==> src/hw/rtl/palette_allocate_nearest_core_macros.svh <==
// Assertion macros for the palette allocator.
// Used by the top level only; no other dependencies.
`ifndef PALETTE_ALLOCATE_NEAREST_CORE_MACROS_SVH
`define PALETTE_ALLOCATE_NEAREST_CORE_MACROS_SVH
`ifndef SYNTH
// same-cycle implication
`define PAN_ASSERT_IMP(lbl, clk, rstn, pre, post) \
	lbl: assert property (@(posedge clk) disable iff (!rstn) (pre) |-> (post)) \
		else $error("pan assertion failed");
// next-cycle implication
`define PAN_ASSERT_NXT(lbl, clk, rstn, pre, post) \
	lbl: assert property (@(posedge clk) disable iff (!rstn) (pre) |=> (post)) \
		else $error("pan assertion failed");
`else
`define PAN_ASSERT_IMP(lbl, clk, rstn, pre, post)
`define PAN_ASSERT_NXT(lbl, clk, rstn, pre, post)
`endif
`endif

==> src/hw/rtl/pan_pkg.sv <==
// Shared constants, types and helper functions for the palette allocator.
// No dependencies.
`timescale 1ns / 1ps
package pan_pkg;
	localparam int PAL_ENTRIES  = 256;
	localparam int PAL_IDX_W    = $clog2(PAL_ENTRIES);
	localparam int RAMP_ENTRIES = 64;
	localparam int RAMP_BASE    = PAL_ENTRIES - RAMP_ENTRIES;
	localparam int COLOUR_W     = 24;
	localparam int CHAN_W       = 8;
	localparam int PIXEL_W      = 8;
	localparam int SQ_W         = 2 * CHAN_W;
	localparam int DIST_W       = SQ_W + 3;

	typedef logic [PAL_IDX_W-1:0] pal_idx_t;
	typedef logic [COLOUR_W-1:0]  colour_t;
	typedef logic [CHAN_W-1:0]    chan_t;
	typedef logic [SQ_W-1:0]      sq_t;
	typedef logic [DIST_W-1:0]    dist_t;
	typedef logic [PIXEL_W-1:0]   pixel_t;

	// controller -> datapath
	typedef struct packed {
		logic     start;
		logic     issue;
		pal_idx_t addr;
		logic     finish;
	} pan_cmd_t;

	// datapath -> controller
	typedef struct packed {
		logic pipe_busy;
		logic out_free;
	} pan_sts_t;

	// fixed ramp in the top entries: each 2-bit channel times 0x55
	function automatic colour_t ramp_colour(pal_idx_t idx);
		pal_idx_t k;
		k = idx - PAL_IDX_W'(RAMP_BASE);
		return {{4{k[5:4]}}, {4{k[3:2]}}, {4{k[1:0]}}};
	endfunction

	function automatic logic [PAL_ENTRIES-1:0] valid_reset();
		logic [PAL_ENTRIES-1:0] v;
		v = '0;
		for (int i = RAMP_BASE; i < PAL_ENTRIES; i++) begin
			v[i] = 1'b1;
		end
		return v;
	endfunction

	function automatic chan_t abs_diff(chan_t a, chan_t b);
		return (a > b) ? (a - b) : (b - a);
	endfunction
endpackage

==> src/hw/rtl/pan_ctrl.sv <==
// Sequencer: accepts a request, sweeps the palette address, drains, finishes.
// Depends on pan_pkg.
`timescale 1ns / 1ps
module pan_ctrl (
	input  logic            clk,
	input  logic            arst_n,
	input  logic            req_valid,
	output logic            req_ready,
	input  pan_pkg::pan_sts_t sts,
	output pan_pkg::pan_cmd_t cmd
);
	import pan_pkg::*;

	typedef enum logic [1:0] {
		ST_IDLE,
		ST_SCAN,
		ST_DRAIN,
		ST_FINISH
	} state_t;

	state_t   state_q;
	logic     ready_q;
	pal_idx_t addr_q;

	always_ff @(posedge clk or negedge arst_n) begin
		if (!arst_n) begin
			state_q <= ST_IDLE;
			ready_q <= 1'b1;
			addr_q  <= '0;
		end else begin
			case (state_q)
				ST_IDLE: begin
					if (req_valid && ready_q) begin
						state_q <= ST_SCAN;
						ready_q <= 1'b0;
						addr_q  <= PAL_IDX_W'(PAL_ENTRIES - 1);
					end
				end
				ST_SCAN: begin
					if (addr_q == '0) begin
						state_q <= ST_DRAIN;
					end else begin
						addr_q <= addr_q - pal_idx_t'(1);
					end
				end
				ST_DRAIN: begin
					if (!sts.pipe_busy) begin
						state_q <= ST_FINISH;
					end
				end
				ST_FINISH: begin
					if (sts.out_free) begin
						state_q <= ST_IDLE;
						ready_q <= 1'b1;
					end
				end
				default: begin
					state_q <= ST_IDLE;
					ready_q <= 1'b1;
				end
			endcase
		end
	end

	assign req_ready  = ready_q;
	assign cmd.start  = req_valid & ready_q;
	assign cmd.issue  = (state_q == ST_SCAN);
	assign cmd.addr   = addr_q;
	assign cmd.finish = (state_q == ST_FINISH) & sts.out_free;
endmodule

==> config.mk <==
export PLATFORM = sky130hd
export DESIGN_NAME = pan_ctrl
export DESIGN_NICKNAME = d
export VERILOG_FILES = /design/src/hw/rtl/palette_allocate_nearest_core_macros.svh /design/src/hw/rtl/pan_pkg.sv /design/src/hw/rtl/pan_ctrl.sv
export SDC_FILE = /design/constraint.sdc
export NUM_CORES = 1
export LEC_CHECK = 0
export BUFFER_PORTS_ARGS = -buffer_cell sky130_fd_sc_hd__buf_4
export CORE_UTILIZATION = 50
export DETAILED_ROUTE_END_ITERATION = 16
export PLACE_DENSITY = 0.74
export REMOVE_ABC_BUFFERS = 1
export SYNTH_ARGS = -nofsm -noshare
export SYNTH_HDL_FRONTEND = slang
export SYNTH_SLANG_ARGS = --single-unit
==> constraint.sdc <==
create_clock -name clk -period 2.9 [get_ports clk]
set_clock_uncertainty 0.2 [all_clocks]
set_input_delay 0.435 -clock clk [delete_from_list [all_inputs] [get_ports clk]]
set_output_delay 0.435 -clock clk [all_outputs]
set_load 0.1 [all_outputs]
==> metrics.txt, run 1 <==
max cap viols=0; RePlAce Congestion=0.756; Seq cells post-synth=11; syn avg cell area=8.99 sq um; crit-path leading delay family=compound AO/OA/AOI/OAI gates; wl on met1=between 800 and 900 um; commonest non-fill, non-tap cell in the layout=buf_4; Synth async-reset ratio=1.00; largest net degree at the start of global routing=13; Worst Path Max Fanout=11; DR vias/cell=5.88; fmax=437 MHz; fill cell count=130; row cnt=13; Tightest Hold Check Type=in2reg; drt initial violations=12; Critical-path top delay cell=a2111o_1; antenna-violating nets left=0; Cell Pwr Density=~280 nW/um^2; element type at the critical path end=flip-flop; fin crit share=0.789; DR WL met2=~740 um; crit path launch type=flip-flop; RSZ-0062 raised after global routing=no; P&R area growth vs syn=20.6%; number of enable flip-flop cells after synthesis=0; dpl ws=0.629 ns; root buffer cell=clkbuf_4; max-slew violations=0; Synth Flop Type=dfrtp_1; Final setup viols=0; nets=about 120; die area=1740 sq um; Final Routed Wirelength=1.67 mm; Yosys warning count=0; Design Area, Final=953 sq um; wire length per cell=roughly 14 um; Hold Vio Cnt, Final=0; global-route wire length before repair=about 2.8 mm; # IOs=17; most frequent cells in the layout=16 x buf_4, 10 x dfrtp_1, 7 x inv_1, 7 x nor2_1, 7 x o21ai_0; Initial Utilization=0.572; post-synthesis sequential area ratio=0.350; met3 WL=69 um; Die H=41.8 um; Max Buffers Root-to-Sink=2; CTS buffer count=3; CTS tree=done; post-DP HPWL=1.27 mm; WS Path Type=reg2reg; share of layout cells above drive strength 1=0.255; Worst EP required=2.85 ns; CP Buf/Inv Count=1; status=finished, final reports clean; Sink Count=11; critical path's largest stage delay=0.46 ns; Least-Margin Pin Slew=between 0.5 and 0.6 ns; All-Layer GR Usage=0.216; Mapped Area=791 sq um; antenna violations before repair=0; Seq. cell area=277 sq um; vias in the first global route=628; # DRC=0; Clock Pin Slew Worst Setup and Hold Paths=0.07 ns; Setup WS post-layout=0.613 ns; Peak VDD IR=0.000176 V; Cell Area, Placed=slightly above 900 sq um; PortBufs=16; worst rel slew slack=0.654; ant diodes=0; Top Layer Used=met4; core region area=~1400 sq um; Crit path arrival time=2.24 ns; post-layout minimum cycle time=2.29 ns; Post-CTS Setup Inserts=0; Synth Instances=88; leak pwr=0.454 nW; Clk Latency, worst-skew pair=0.27 ns; Distinct cells, synth=37; setup tns final=0 ns; area of the multi-input gates=475 sq um; die width=41.8 um; TritonRoute pass-1 iters=5; CP Cell Sequence=inv_1, ha_1, a21boi_0, a2111o_1, o21ai_0, or3b_1; total grt overflow=0; Clock H-tree levels=1; DR vias=a little over 700
[path summary, 6_finish.rpt]
path                                        start               endpoint  slack (ns)  depth (start not counted)
min in group asynchronous                  arst_n  addr_q[1]$_DFFE_PN0P_        0.33                          2
max in group asynchronous                  arst_n  req_ready$_DFFE_PN1P_        1.95                          2
max                        state_q[0]$_DFFE_PN0P_  addr_q[5]$_DFFE_PN0P_        0.61                          6
min reg2reg                 req_ready$_DFFE_PN1P_  req_ready$_DFFE_PN1P_        0.34                          2
min                                     req_valid  req_ready$_DFFE_PN1P_        0.28                          4
max reg2reg                state_q[0]$_DFFE_PN0P_  addr_q[5]$_DFFE_PN0P_        0.61                          6
[cells in the mapped netlist (2+ instances only)]
cell / n / area [sq um]
dfrtp_1: 10 / 250
inv_1: 7 / 26.3
nor2_1: 7 / 26.3
o21ai_0: 7 / 35.0
ha_1: 6 / 75.1
nand2_1: 6 / 22.5
nand3_1: 4 / 20.0
and2_1: 3 / 18.8
and3_1: 3 / 18.8
nor3_1: 3 / 15.0
a21oi_1: 2 / 10.0
a31oi_1: 2 / 12.5
clkbuf_1: 2 / 7.51
or3_1: 2 / 12.5
or3b_1: 2 / 17.5
[area by class of cell]
| class | count | area share |
|---|---|---|
| Multi-Input combinational cell | 67 | 0.499 |
| Sequential cell | 11 | 0.290 |
| Timing Repair Buffer | 17 | 0.136 |
| Clock buffer | 4 | 0.0276 |
| Inverter | 7 | 0.0276 |
| Tap cell | 15 | 0.0197 |
[timing repair]
action / CTS / global route
resized for setup: 0 / 0
hold buffers: 1 / 0
hold endpoints to repair: 11 / 0
[cell families (layout without fill, tap and decap cells)]
kind of cell / count (synthesis) / in the layout / synth area share
DFF: 11 / 11 / 0.350
AOI/OAI and AO/OA: 24 / 24 / 0.217
adders and majority gates: 6 / 6 / 0.0949
buffers and inverters: 10 / 28 / 0.0491
muxes: 2 / 2 / 0.0269
and+or+nand+nor: 35 / 35 / 0.263
[power breakdown]
part	internal, mW	switching, mW
Clock	0.0533	0.0524
Sequential	0.153	0
Combinational	0.00456	0.00479
Total	0.211	0.0572
[per-stage QoR]
stage           util  hold slack (ns)  instances  power (mW)
2_1_floorplan      -          -0.0606         85       0.157
3_3_place_gp   0.663           0.0763        116       0.165
3_5_place_dp   0.663           0.0801        116       0.165
4_1_cts        0.690            0.276        121       0.276
5_1_grt        0.690            0.292        121       0.283
6_report       0.690            0.283        121       0.268
[state kept, by name, indices dropped and copies added, names as in the netlist]
register and flops:
state_q 2, addr_q 8, req_ready 1
[metal layers]
layer  vias to the layer above  GRT usage
met4                         0     0.0968
met2                        18      0.297
met3                         2     0.0652
met5                         -          0
met1                       332      0.310
li1                        359          -
[tightest hold or removal path, cell delays in order]
cell     delay (ns)
buf_4          0.12
inv_1          0.04
o21ai_0        0.05
o21ai_0        0.07
Note: power is estimated with default switching activity, not from simulation.
==> run 2: changes to the inputs <==
Settings changed: CORE_UTILIZATION 50 to 47, PLACE_DENSITY 0.74 to 0.73.
Clock period 2.9 ns to 2.1 ns, I/O delays scaled along.
==> run 2 against run 1 <==
Final cell count grew 11%. Sequential share of layout area shrank 2.8 points. Die area grew 6.1%. Sequential power grew 39%. Critical path depth shrank 1. Utilization shrank 0.62 points. Non-clock buffer count grew 12. Wire length grew 10%. Fmax grew 11%. Worst hold slack lost 0.12 ns. Critical path type unchanged. Largest cell class unchanged.
==> metrics.txt, run 2 (same netlist as run 1, synthesis figures left out) <==
Tightest Hold Check Type=in2reg; P&R area growth vs syn=33.2%; PortBufs=16; All-Layer GR Usage=0.210; largest net degree at the start of global routing=12; TritonRoute pass-1 iters=4; post-DP HPWL=1.36 mm; Least-Margin Pin Slew=0.348 ns; commonest non-fill, non-tap cell in the layout=buf_4; Initial Utilization=0.513; nets=130; min-delay src=req_valid; antenna-violating nets left=0; Cell Pwr Density=352 nW/um^2; row cnt=14; wire length per cell=roughly 14 um; root buffer cell=clkbuf_4; Design Area, Final=1050 sq um; leak pwr=0.509 nW; crit path launch type=flip-flop; Clock H-tree levels=1; Clock Pin Slew Worst Setup and Hold Paths=0.07 ns; hold_ws=0.165 ns; post-layout minimum cycle time=2.05 ns; # IOs=17; Die H=43.0 um; setup slack, reg-to-reg=0.05 ns; ant diodes=0; # DRC=0; die width=approximately 43 um; WS Path Type=reg2reg; Final setup viols=0; status=finished, final reports clean; element type at the critical path end=flip-flop; worst rel slew slack=0.767; RePlAce Congestion=0.741; Peak VDD IR=0.000441 V; Inst Count DP=127; Hold Vio Cnt, Final=0; die area=approximately 1900 sq um; DR vias=793; global-route wire length before repair=2.89 mm; Sink Count=11; Largest Register=addr_q; max cap viols=0; area of the multi-input gates=484 sq um; Final Routed Wirelength=1.84 mm; core region area=1540 sq um; Final Non-Filler Cells=134; max-slew violations=0; vias in the first global route=708; fmax=487 MHz; CTS tree=done; Largest register FFs=8; Critical Path Start=addr_q[0]$_DFFE_PN0P_; Worst EP required=2.05 ns; Worst Path Max Fanout=5; total grt overflow=0; Layout Utilization=0.683; share of layout cells above drive strength 1=0.356; DR vias/cell=between 5 and 6; drt initial violations=21; RR Startpoint=addr_q[0]$_DFFE_PN0P_; Crit path arrival time=2.00 ns; fin crit share=0.979; CTS buffer count=3; Cell Area, Placed=between 900 and 1000 sq um; antenna violations before repair=0; Clk Latency, worst-skew pair=0.27 ns; fill cell count=121; most frequent cells in the layout=28 x buf_4, 10 x dfrtp_1, 7 x inv_1, 7 x nor2_1; Seq. cell area=277 sq um; Max Buffers Root-to-Sink=2
==> run 2: cell types whose count changed in the layout (fill, tap and decap cells not counted) <==
cell and delta:
a21oi_2 +1, a21boi_1 +1, o21ai_0 -1, buf_4 +12
ha_1 -2, a21boi_0 -1, ha_2 +2, a21oi_1 -1
o21ai_1 +1
==> run 2: area by class of cell <==
| cell class | count | area share |
|---|---|---|
| Clock buffer | 4 | 0.0249 |
| Inverter | 7 | 0.0249 |
| Multi-Input combinational cell | 67 | 0.460 |
| Sequential cell | 11 | 0.262 |
| Tap cell | 16 | 0.0190 |
| Timing Repair Buffer | 29 | 0.209 |
==> run 2: path summary, 6_finish.rpt <==
check | endpoint | cells past startpoint
min in group asynchronous | addr_q[4]$_DFFE_PN0P_ | 2
setup reg to reg | addr_q[5]$_DFFE_PN0P_ | 5
hold / removal | req_ready$_DFFE_PN1P_ | 4
max in group asynchronous | req_ready$_DFFE_PN1P_ | 2
hold reg to reg | req_ready$_DFFE_PN1P_ | 2
setup / recovery | addr_q[5]$_DFFE_PN0P_ | 5
==> run 2: metrics by stage <==
stage	power (mW)	setup WS (ns)	TNS (ns)
final	0.371	0.0450	0
after global routing	0.385	-0.00365	-0.00521
after CTS	0.375	0.00368	0
after detailed placement	0.228	0.00801	0
after global placement	0.228	0.0891	0
after floorplan	0.217	-0.656	-3.85
==> run 2: power by group <==
part	internal (mW)	switching (mW)
logic	0.00630	0.00677
clock network	0.0736	0.0721
registers	0.212	0
==> run 2: what timing repair did <==
| action | in CTS | in global routing |
|---|---|---|
| gates resized for setup | 0 | 5 |
| hold buffers | 1 | 0 |
| pin swaps | 1 | 2 |
| setup endpoints to repair | 2 | 3 |
| endpoints found under the hold margin | 11 | 0 |
| buffers inserted | 1 | 1 |
==> run 2: critical path, cell delays in order (launching register included) <==
cell and delay, ns:
dfrtp_1 0.38, buf_4 0.15, or2_2 0.31, a2111o_1 0.40
o21ai_1 0.13, or3b_1 0.36
==> run 2: layer usage <==
metal  GRT usage  wire length [um]  vias up
li1            -                 -      380
met5           0                 0        -
met2       0.333               866       28
met3      0.0809               121        4
met4      0.0545                20        0
met1       0.268               833      381
==> run 3: changes to the inputs <==
Settings changed: CAP_MARGIN set to 0, CORE_MARGIN set to 2, TNS_END_PERCENT set to 50.
==> run 3 against run 2 <==
Final cell count down 1.5%. Power up 2.2%. Clock power up 5%. Cell area down 1.2%. Worst hold slack worse by 0.013 ns. Wire length up 7.5%. Critical endpoint unchanged.
==> metrics.txt, run 3 (same netlist as run 1, synthesis figures left out) <==
status=finished, final reports clean; max cap viols=0; Sink Count=11; Gate power share=0.035; share of layout cells above drive strength 1=0.345; P&R area growth vs syn=31.6%; Layout Utilization=0.675; Sw Share=0.230; CP Cell Sequence=buf_4, or2_4, a2111o_1, o21ai_1, or3b_1; crit-path leading delay family=simple AND/OR/NAND/NOR gates; Seq. cell area=277 sq um; vias in the first global route=701; area of the multi-input gates=roughly 500 sq um; die width=45.0 um; CP Buf/Inv Count=1; WS Path Type=reg2reg; Clock Pin Slew Worst Setup and Hold Paths=around 0.070 ns; fill cell count=141; PortBufs=16; DR vias/cell=5.79; Initial Utilization=0.513; Inst Count DP=126; largest net degree at the start of global routing=12; leak pwr=0.500 nW; Largest Register=addr_q; root buffer cell=clkbuf_4; antenna-violating nets left=0; die area=about 2000 sq um; Clk pwr share=0.406; max-slew violations=0; Cell Pwr Density=about 360 nW/um^2; Design Area, Final=1040 sq um; ant diodes=0; wire length per cell=roughly 15 um; Tightest Hold Check Type=in2reg; row cnt=14; hold path cells=4; antenna violations before repair=0; # IOs=17; # DRC=0; WP depth=5; Psw=around 87 uW; critical path's largest stage delay=0.44 ns; Worst EP required=2.06 ns; post-DP HPWL=1.40 mm; CTS tree=done; Worst R2R Path Depth=5; Internal=292 uW; crit path launch type=flip-flop; Cell Area, Placed=986 sq um; Max Buffers Root-to-Sink=2; Critical-path top delay cell=a2111o_1; global-route wire length before repair=3.17 mm; Clock H-tree levels=1; Final Routed Wirelength=between 1.5 and 2 mm; Worst Path Max Fanout=5; fmax=493 MHz; All-Layer GR Usage=0.223; Flop pwr share=0.559; post-layout minimum cycle time=2.03 ns; Final Non-Filler Cells=132; total grt overflow=0; RSZ-0062 raised after global routing=no; Clk Latency, worst-skew pair=0.28 ns; worst rel slew slack=0.787; nets=128; RePlAce Congestion=0.748; element type at the critical path end=flip-flop; Hold Vio Cnt, Final=0; CTS buffer count=3; fin crit share=0.967; most frequent cells in the layout=26 x buf_4, 10 x dfrtp_1, 7 x inv_1, 7 x nor2_1; Final setup viols=0; Tot Pwr=roughly 380 uW; drt initial violations=19; core region area=about 1500 sq um; commonest non-fill, non-tap cell in the layout=buf_4; setup tns final=0 ns; Least-Margin Pin Slew=0.317 ns; Crit path arrival time=1.99 ns; Largest register FFs=8; Peak VDD IR=0.000229 V; DR vias=approximately 760; Die H=45.0 um; TritonRoute pass-1 iters=4
run 3: final timing paths:
check                                 startpoint                     to  slack (ns)
max                        addr_q[0]$_DFFE_PN0P_  addr_q[5]$_DFFE_PN0P_        0.07
min                                    req_valid  req_ready$_DFFE_PN1P_        0.15
max reg2reg                addr_q[0]$_DFFE_PN0P_  addr_q[5]$_DFFE_PN0P_        0.07
min reg2reg                req_ready$_DFFE_PN1P_  req_ready$_DFFE_PN1P_        0.34
max in group asynchronous                 arst_n  req_ready$_DFFE_PN1P_        1.26
min in group asynchronous                 arst_n  addr_q[4]$_DFFE_PN0P_        0.21
run 3: timing repair:
item | in CTS | in global routing
hold buffers | 1 | 0
resized for setup | 1 | 4
pin swaps | 0 | 2
setup endpoints to repair | 2 | 3
setup buffers | 1 | 0
hold endpoints to repair | 11 | 0
run 3: cell type report:
cell class | instances | share of cell area
sequential | 11 | 0.266
multi-input combinational | 67 | 0.468
inverter | 7 | 0.0252
tap | 16 | 0.0192
timing repair buffer | 27 | 0.197
clock buffer | 4 | 0.0252
run 3: power groups by stage:
stage	registers [mW]	clock network, mW	logic (mW)
after floorplan	0.216	0	0.000860
after global placement	0.216	0	0.0118
after detailed placement	0.216	0	0.0120
after CTS	0.212	0.153	0.0134
after global routing	0.212	0.167	0.0148
final	0.212	0.154	0.0132
run 3: per-layer routing:
| layer | wire length, um | global-route usage | vias up |
|---|---|---|---|
| met2 | 950 | 0.366 | 15 |
| met3 | 71 | 0.0360 | 5 |
| li1 | - | - | 377 |
| met1 | 921 | 0.291 | 367 |
| met4 | 35 | 0.0882 | 0 |
| met5 | 0 | 0 | - |
run 3: through the flow:
stage          hold WS, ns  worst slack (ns)
6_report             0.152            0.0699
5_1_grt              0.171           0.00555
4_1_cts              0.156          -0.00448
3_5_place_dp       -0.0391           0.00986
3_3_place_gp       -0.0422            0.0879
2_1_floorplan       -0.181            -0.656
run 3: worst reg2reg max path: stages, from the launching register on:
cell and delay (ns):
dfrtp_1 0.38, buf_4 0.15, or2_4 0.25, a2111o_1 0.44
o21ai_1 0.13, or3b_1 0.36
